## src/hdl/signed_int_to_decimal_ascii_top_defines.svh

```systemverilog
// Assertion macros used by the top-level block for its concurrent checks.
// Each macro expects a clock named clk and an active-high reset named rst in scope.
`ifndef SIGNED_INT_TO_DECIMAL_ASCII_TOP_DEFINES_SVH
`define SIGNED_INT_TO_DECIMAL_ASCII_TOP_DEFINES_SVH

// Overlapping implication: the consequent must hold in the same cycle.
`define SITOA_ASSERT_SAME(lbl, ante, cons, msg) \
  lbl: assert property (@(posedge clk) disable iff (rst) (ante) |-> (cons)) else $error(msg);

// Non-overlapping implication: the consequent must hold in the next cycle.
`define SITOA_ASSERT_NEXT(lbl, ante, cons, msg) \
  lbl: assert property (@(posedge clk) disable iff (rst) (ante) |=> (cons)) else $error(msg);

`endif

```

## src/hdl/sitoa_pkg.sv

```systemverilog
`timescale 1ns / 1ps
// ----------------------------------------------------------------------------
// sitoa_pkg
// Shared types and constants for the signed integer to decimal text converter.
// ----------------------------------------------------------------------------
package sitoa_pkg;

  localparam int VALUE_WIDTH = 32;
  // Decimal digits of 2^(VALUE_WIDTH-1); 1233/4096 approximates log10(2).
  localparam int DIGITS      = (((VALUE_WIDTH - 1) * 1233) >> 12) + 1;
  localparam int BCD_W       = DIGITS * 4;
  localparam int CNT_W       = $clog2(VALUE_WIDTH + 1);
  localparam int DCNT_W      = $clog2(DIGITS + 1);
  localparam int TDATA_W     = ((VALUE_WIDTH + 7) / 8) * 8;

  localparam logic [7:0] DIGIT_ZERO = 8'h30;
  localparam logic [7:0] MINUS_SIGN = 8'h2D;
  localparam logic [7:0] DIGIT_NINE = 8'h39;

  typedef struct packed {
    logic                   neg;
    logic [VALUE_WIDTH-1:0] mag;
  } job_t;

  typedef enum logic [1:0] {
    B_IDLE,
    B_CONV,
    B_SIGN,
    B_DIGIT
  } back_state_t;

endpackage

```

## src/hdl/signed_int_to_decimal_ascii_top.sv

```systemverilog
`timescale 1ns / 1ps
// ----------------------------------------------------------------------------
// signed_int_to_decimal_ascii_top
// Converts signed two's complement integers to their decimal ASCII text.
// ----------------------------------------------------------------------------
// Each value accepted on the slave side comes out on the master side as a run
// of ASCII characters, most significant first: an optional '-', then the
// digits without leading zeros ('0' alone for zero), with tlast set on the
// final digit. The input stage and a two-entry queue take new values while
// the engine works. The engine loads a job, runs its VALUE_WIDTH magnitude
// bits through the bit-serial binary to BCD shifter, sends the sign for
// negative values, then steps through all DIGITS digit positions, where
// leading zeros are skipped at one per cycle and each character needs
// one transfer.
`include "signed_int_to_decimal_ascii_top_defines.svh"

module signed_int_to_decimal_ascii_top
  import sitoa_pkg::*;
(
  input  logic               clk,
  input  logic               rst,
  input  logic               s_tvalid,
  output logic               s_tready,
  input  logic [TDATA_W-1:0] s_tdata,   // [VALUE_WIDTH-1:0] value
  output logic               m_tvalid,
  input  logic               m_tready,
  output logic [7:0]         m_tdata,   // [7:0] ascii_char
  output logic               m_tlast    // last_char
);

  logic front_valid;
  logic front_ready;
  job_t front_job;
  logic back_valid;
  logic back_ready;
  job_t back_job;
  logic digit_fire;
  logic out_last;
  logic char_is_digit;
  logic engine_waiting;

  sitoa_front u_front (
    .clk       (clk),
    .rst       (rst),
    .s_tvalid  (s_tvalid),
    .s_tready  (s_tready),
    .s_tdata   (s_tdata),
    .job_valid (front_valid),
    .job_ready (front_ready),
    .job       (front_job)
  );

  sitoa_queue u_queue (
    .clk       (clk),
    .rst       (rst),
    .in_valid  (front_valid),
    .in_ready  (front_ready),
    .in_job    (front_job),
    .out_valid (back_valid),
    .out_ready (back_ready),
    .out_job   (back_job)
  );

  sitoa_back u_back (
    .clk       (clk),
    .rst       (rst),
    .job_valid (back_valid),
    .job_ready (back_ready),
    .job       (back_job),
    .m_tvalid  (m_tvalid),
    .m_tready  (m_tready),
    .m_tdata   (m_tdata),
    .m_tlast   (m_tlast)
  );

  assign digit_fire     = m_tvalid && m_tready && !m_tlast && (m_tdata != MINUS_SIGN);
  assign out_last       = m_tvalid && m_tlast;
  assign char_is_digit  = (m_tdata >= DIGIT_ZERO) && (m_tdata <= DIGIT_NINE);
  assign engine_waiting = back_ready && !back_valid;

  // Once a digit has gone out, the remaining digits follow with no gap.
  `SITOA_ASSERT_NEXT(a_digits_contiguous, digit_fire, m_tvalid, "digit run broken by a gap")
  // A run always ends on a digit, never on the sign.
  `SITOA_ASSERT_SAME(a_last_is_digit, out_last, char_is_digit, "last character is not a digit")
  // While the engine waits for a job, the output stays quiet.
  `SITOA_ASSERT_SAME(a_pop_valid, engine_waiting, !m_tvalid, "engine idle yet presenting output")

endmodule

```

## src/hdl/sitoa_front.sv

```systemverilog
`timescale 1ns / 1ps
// ----------------------------------------------------------------------------
// sitoa_front
// Input stage: accepts values, splits them into sign and magnitude, and holds
// the result in a register until the job queue takes it.
// ----------------------------------------------------------------------------
module sitoa_front
  import sitoa_pkg::*;
(
  input  logic               clk,
  input  logic               rst,
  input  logic               s_tvalid,
  output logic               s_tready,
  input  logic [TDATA_W-1:0] s_tdata,   // [VALUE_WIDTH-1:0] value
  output logic               job_valid,
  input  logic               job_ready,
  output job_t               job
);

  logic                   held;
  job_t                   job_reg;
  logic [VALUE_WIDTH-1:0] raw;
  logic                   neg;

  assign raw      = s_tdata[VALUE_WIDTH-1:0];
  assign neg      = raw[VALUE_WIDTH-1];
  assign s_tready = !held || job_ready;

  always_ff @(posedge clk) begin
    if (rst) begin
      held <= 1'b0;
    end else if (s_tready) begin
      held <= s_tvalid;
    end
  end

  // The most negative value negates to itself, which is its exact magnitude.
  always_ff @(posedge clk) begin
    if (s_tvalid && s_tready) begin
      job_reg.neg <= neg;
      job_reg.mag <= neg ? (~raw + VALUE_WIDTH'(1)) : raw;
    end
  end

  assign job_valid = held;
  assign job       = job_reg;

endmodule

```

## src/hdl/sitoa_queue.sv

```systemverilog
`timescale 1ns / 1ps
// ----------------------------------------------------------------------------
// sitoa_queue
// Two-entry job queue between the input stage and the conversion engine.
// ----------------------------------------------------------------------------
module sitoa_queue
  import sitoa_pkg::*;
(
  input  logic clk,
  input  logic rst,
  input  logic in_valid,
  output logic in_ready,
  input  job_t in_job,
  output logic out_valid,
  input  logic out_ready,
  output job_t out_job
);

  job_t       slots [2];
  logic       wr_ptr;
  logic       rd_ptr;
  logic [1:0] count;
  logic       push;
  logic       pop;

  assign in_ready  = (count != 2'd2);
  assign out_valid = (count != 2'd0);
  assign push      = in_valid && in_ready;
  assign pop       = out_valid && out_ready;
  assign out_job   = slots[rd_ptr];

  always_ff @(posedge clk) begin
    if (rst) begin
      wr_ptr <= 1'b0;
      rd_ptr <= 1'b0;
      count  <= 2'd0;
    end else begin
      if (push) begin
        wr_ptr <= !wr_ptr;
      end
      if (pop) begin
        rd_ptr <= !rd_ptr;
      end
      if (push && !pop) begin
        count <= count + 2'd1;
      end else if (pop && !push) begin
        count <= count - 2'd1;
      end
    end
  end

  always_ff @(posedge clk) begin
    if (push) begin
      slots[wr_ptr] <= in_job;
    end
  end

endmodule

```

## src/hdl/sitoa_back.sv

```systemverilog
`timescale 1ns / 1ps
// ----------------------------------------------------------------------------
// sitoa_back
// Conversion engine: bit-serial binary to BCD (shift and add 3), then emits
// the sign of a negative value and the digits one character per transfer, skipping leading zeros.
// ----------------------------------------------------------------------------
module sitoa_back
  import sitoa_pkg::*;
(
  input  logic       clk,
  input  logic       rst,
  input  logic       job_valid,
  output logic       job_ready,
  input  job_t       job,
  output logic       m_tvalid,
  input  logic       m_tready,
  output logic [7:0] m_tdata,   // [7:0] ascii_char
  output logic       m_tlast    // last_char
);

  back_state_t            state;
  back_state_t            state_next;
  logic                   neg;
  logic [VALUE_WIDTH-1:0] shreg;
  logic [BCD_W-1:0]       bcd;
  logic [CNT_W-1:0]       cnt;
  logic [DCNT_W-1:0]      dcnt;
  logic                   started;
  logic [3:0]             top_digit;
  logic                   skip;
  logic                   out_fire;
  logic                   shift_digit;

  function automatic logic [BCD_W-1:0] dabble(input logic [BCD_W-1:0] b,
                                              input logic bit_in);
    logic [BCD_W-1:0] t;
    t = b;
    for (int i = 0; i < DIGITS; i++) begin
      if (t[4*i +: 4] >= 4'd5) begin
        t[4*i +: 4] = t[4*i +: 4] + 4'd3;
      end
    end
    return {t[BCD_W-2:0], bit_in};
  endfunction

  assign top_digit = bcd[BCD_W-1 -: 4];
  // A leading zero is dropped, but the units digit always goes out.
  assign skip      = (state == B_DIGIT) && !started && (top_digit == 4'd0)
                     && (dcnt != DCNT_W'(1));
  assign out_fire  = m_tvalid && m_tready;
  assign shift_digit = skip || ((state == B_DIGIT) && out_fire);

  // Next state.
  always_comb begin
    state_next = state;
    case (state)
      B_IDLE: begin
        if (job_valid) begin
          state_next = B_CONV;
        end
      end
      B_CONV: begin
        if (cnt == CNT_W'(1)) begin
          state_next = neg ? B_SIGN : B_DIGIT;
        end
      end
      B_SIGN: begin
        if (m_tready) begin
          state_next = B_DIGIT;
        end
      end
      B_DIGIT: begin
        if (out_fire && (dcnt == DCNT_W'(1))) begin
          state_next = B_IDLE;
        end
      end
      default: state_next = B_IDLE;
    endcase
  end

  // Outputs.
  always_comb begin
    job_ready = 1'b0;
    m_tvalid  = 1'b0;
    m_tdata   = DIGIT_ZERO;
    m_tlast   = 1'b0;
    case (state)
      B_IDLE: begin
        job_ready = 1'b1;
      end
      B_SIGN: begin
        m_tvalid = 1'b1;
        m_tdata  = MINUS_SIGN;
      end
      B_DIGIT: begin
        m_tvalid = !skip;
        m_tdata  = DIGIT_ZERO + {4'd0, top_digit};
        m_tlast  = (dcnt == DCNT_W'(1));
      end
      default: begin
      end
    endcase
  end

  always_ff @(posedge clk) begin
    if (rst) begin
      state <= B_IDLE;
    end else begin
      state <= state_next;
    end
  end

  always_ff @(posedge clk) begin
    if (rst) begin
      started <= 1'b0;
    end else if (state == B_IDLE) begin
      started <= 1'b0;
    end else if ((state == B_DIGIT) && out_fire) begin
      started <= 1'b1;
    end
  end

  always_ff @(posedge clk) begin
    case (state)
      B_IDLE: begin
        if (job_valid) begin
          neg   <= job.neg;
          shreg <= job.mag;
          bcd   <= '0;
          cnt   <= CNT_W'(VALUE_WIDTH);
        end
      end
      B_CONV: begin
        bcd   <= dabble(bcd, shreg[VALUE_WIDTH-1]);
        shreg <= {shreg[VALUE_WIDTH-2:0], 1'b0};
        cnt   <= cnt - CNT_W'(1);
        dcnt  <= DCNT_W'(DIGITS);
      end
      B_DIGIT: begin
        if (shift_digit) begin
          bcd  <= {bcd[BCD_W-5:0], 4'd0};
          dcnt <= dcnt - DCNT_W'(1);
        end
      end
      default: begin
      end
    endcase
  end

endmodule

```

## config.mk

```make
export PLATFORM = sky130hd
export DESIGN_NAME = signed_int_to_decimal_ascii_top
export DESIGN_NICKNAME = d
export VERILOG_FILES = /design/src/hdl/sitoa_pkg.sv /design/src/hdl/signed_int_to_decimal_ascii_top.sv /design/src/hdl/sitoa_front.sv /design/src/hdl/sitoa_queue.sv /design/src/hdl/sitoa_back.sv
export VERILOG_INCLUDE_DIRS = /design/src /design/src/hdl
export SDC_FILE = /design/constraint.sdc
export NUM_CORES = 1
export LEC_CHECK = 0
export ABC_CLOCK_PERIOD_IN_PS = 4400
export CAP_MARGIN = 20
export CORE_UTILIZATION = 26
export DETAILED_ROUTE_END_ITERATION = 6
export DONT_BUFFER_PORTS = 1
export GPL_TIMING_DRIVEN = 0
export MAX_ROUTING_LAYER = met4
export PLACE_DENSITY = 0.45
export REMOVE_ABC_BUFFERS = 1
export SLEW_MARGIN = 5
export SYNTH_ARGS = -nofsm -noshare
export SYNTH_HDL_FRONTEND = slang
export SYNTH_SLANG_ARGS = --single-unit
```

## constraint.sdc

```tcl
create_clock -name clk -period 4.4 [get_ports clk]
set_clock_uncertainty 0.15 [all_clocks]
set_input_delay 0.66 -clock clk [delete_from_list [all_inputs] [get_ports clk]]
set_output_delay 0.66 -clock clk [all_outputs]
set_load 0.03 [all_outputs]
```

==> flow_metrics.py <==
metrics = {
    "clock_network": {
        "cts_root_buffer": "clkbuf_16",
        "cts_setup_buffers": 0,
        "cts_buffers": 17,
        "cts_tree": "built",
        "max-clock-path-buffers": 2,
        "clock_sinks": 191,
        "ctsHoldBuffers": 0,
        "clock_latency_ns": 0.43,
        "post_cts_resized": 0,
        "h-tree-depth": 4,
        "clk_pin_slew_worst_paths_ns": 0.08,
    },
    "detailed_routing": {
        "via_per_inst": 4.36,
        "drtAntennaViolNets": 0,
        "vias": 5106,
        "wl_per_cell_um": 13.9,
        "drc": 0,
        "drtIter0Drc": 254,
        "first_pass_iters": 4,
        "drt_wl_total_mm": 16.3,
    },
    "placed_design": {
        "placed_area_sq_um": 9770,
        "place.gp.congestion": 0.764,
        "dpl.cell_count": 1139,
        "portBuffers": 0,
        "dp_hpwl_mm": 10.5,
    },
    "layout": {
        "drive_above_1_share": 0.0950,
        "nets": 771,
        "seq_area_sq_um": 5650,
        "largest_reg_flops": 66,
        "fin_area_sq_um": 10400,
        "nFillCells": 3495,
        "area_growth_pct": 14.5,
        "finalNonFillerCells": 1171,
        "multi_input_area_sq_um": 3200,
        "antenna_cells": 0,
    },
    "status": {
        "status": "complete, no violations",
    },
    "timing": {
        "setup-tns-final_ns": 0,
        "period_needed_ns": 3.12,
        "fmax_mhz": 321,
        "slew_violations": 0,
        "hold_viol_final": 0,
        "worst_pin_slew_ns": 0.829,
        "setup_violations": 0,
        "rsz0062_at_grt": "no",
        "min_period_over_period": 0.708,
        "relSlewSlack": 0.446,
    },
    "floorplanning": {
        "die_x_um": 189,
        "num_io_pins": 47,
        "start_util": 0.263,
        "die_h_um": 189,
        "coreArea_sq_um": 34500,
        "rows": 68,
        "die-area_sq_um": 35600,
    },
    "global_route": {
        "grt_usage": 0.0991,
        "antenna_found_initial": 0,
        "grt_first_pass_wirelength_mm": 26.9,
        "grt_overflow": 0,
        "grt_max_degree": 68,
        "grt_pass1_vias": 5168,
    },
    "synthesis": {
        "synth_top_cell_area_share": 0.603,
        "syn_avg_cell_area_sq_um": 12.9,
        "synth_flop_cell": "edfxtp_1",
        "synth_most_common_cell": "edfxtp_1",
        "synth_area_leaders": "edfxtp_1 60%, mux2i_1 4.5%, ha_1 4.4%",
        "syn_inst": 704,
        "synth_edf_count": 182,
        "synth_top_area_cell": "edfxtp_1",
        "syn-cell-area_sq_um": 9070,
        "synth_common_cells": "182 x edfxtp_1, 75 x nand2_1, 66 x o21ai_0",
        "ys_seq_area_frac": 0.623,
        "synth_cell_type_count": 58,
        "synthArstFlopShare": 0,
        "ys_seq_elements": 191,
        "yosys_warnings": 0,
    },
    "setup_path": {
        "setup.worst_path.start": "u_back.state[0]$_SDFFE_PP0P_",
        "worstSetupEndpoint": "m_tvalid",
        "rr_startpoint": "u_back.state[0]$_SDFFE_PP0P_",
        "criticalPathCategory": "register to output port",
        "crit_path_top_delay_cell": "dfxtp_1",
        "cp.arrival_ns": 2.31,
        "reg2reg_to": "u_back.bcd[14]$_DFFE_PP_",
        "worstPathRequired_ns": 3.59,
        "cp_max_fo": 15,
        "crit_chain": "ha_2, nor4b_1, nand3_1, a21o_1",
        "critPathLaunchType": "register",
        "worstRegToRegCells": 5,
        "rrSetupSlack_ns": 1.54,
        "end_kind": "output port",
        "crit_path_max_incr_delay_ns": 0.42,
    },
    "power_and_ir_drop": {
        "p_leak_uw": 0.00346,
        "total_power_uw": 7000,
        "p_per_area_nw_per_um2": 674,
        "vdd_drop_max_mv": 0.326,
    },
    "flow_run": {
        "maxCapViolations": 0,
    },
    "worst_hold_path": {
        "hp-class": "input pin to register",
        "min_from": "rst",
    },
}
[worst max-delay path, delay by kind of cell, from the launching register on]
family                   cells  cell delay (ns)
AND/OR/NAND/NOR              2             0.68
flip-flops                   1             0.42
adder cells (fa/ha/maj)      1             0.41
AO/OA/AOI/OAI                1             0.36
[cell families (layout without fill, tap and decap cells)]
| logic type | count (synthesis) | after routing | synth area share |
|---|---|---|---|
| xor gates and xnor gates | 54 | 54 | 0.0522 |
| DFF | 191 | 191 | 0.623 |
| adders and majority gates | 32 | 32 | 0.0441 |
| AOI/OAI and AO/OA | 145 | 145 | 0.107 |
| and+or+nand+nor | 170 | 170 | 0.0964 |
| buffers and inverters | 68 | 79 | 0.0306 |
| other | 2 | 3 | 0.000828 |
| muxes | 42 | 42 | 0.0465 |
[layout make-up]
class,instances,share of cell area
multi-input combinational,446,0.308
timing repair buffer,9,0.0202
sequential,191,0.544
inverter,38,0.0137
tap,455,0.0548
clock buffer,18,0.0413
clock inverter,14,0.0184
[worst min path at each step]
stage,endpoint,slack (ns),cells after the start
floorplan,u_queue.slots[0][0]$_DFFE_PP_,0.27,0
global placement,u_queue.slots[0][22]$_DFFE_PP_,0.27,0
detailed placement,u_queue.slots[1][4]$_DFFE_PP_,0.28,0
CTS,register,0.10,1
global route,u_front.job_valid$_SDFFE_PP0N_,0.11,1
finish,register,0.14,1
[layer usage]
metal,share of wire,up-vias,global-route usage
li1,-,2576,-
met4,0.012,0,0.0295
met1,0.50,2443,0.126
met2,0.46,76,0.154
met3,0.035,11,0.0251
met5,0,-,-
[layout by cell type, fill, tap and decap left out, types with 4 or more instances in the layout]
cell type / n
inv_1: 38
mux2i_1: 41
o31ai_2: 5
a31oi_1: 4
a22o_1: 10
nor3b_1: 8
inv_8: 5
dfxtp_1: 8
nor3_1: 10
xnor2_1: 44
and2_1: 4
clkbuf_16: 17
o21ai_0: 66
nand2_1: 75
nand3_1: 5
or3_1: 5
edfxtp_1: 182
a21oi_1: 21
buf_16: 4
ha_1: 30
xor2_1: 10
o31ai_1: 12
a21o_1: 5
nor2_1: 21
buf_12: 5
nand2b_1: 15
[stage by stage]
stage,setup WS (ns),hold WS [ns],utilization
global placement,-2.97,0.274,0.276
CTS,1.25,0.104,0.301
floorplan,-0.490,0.271,-
detailed placement,1.50,0.280,0.283
global route,1.11,0.109,0.301
finish,1.28,0.137,0.301
[power breakdown]
part,internal (uW),total (uW),switching [uW]
combinational,877,2200,1320
clock,874,1630,752
sequential,2820,3180,358
total,4570,7000,2430
No activity file was read; power rests on OpenSTA's default activity.
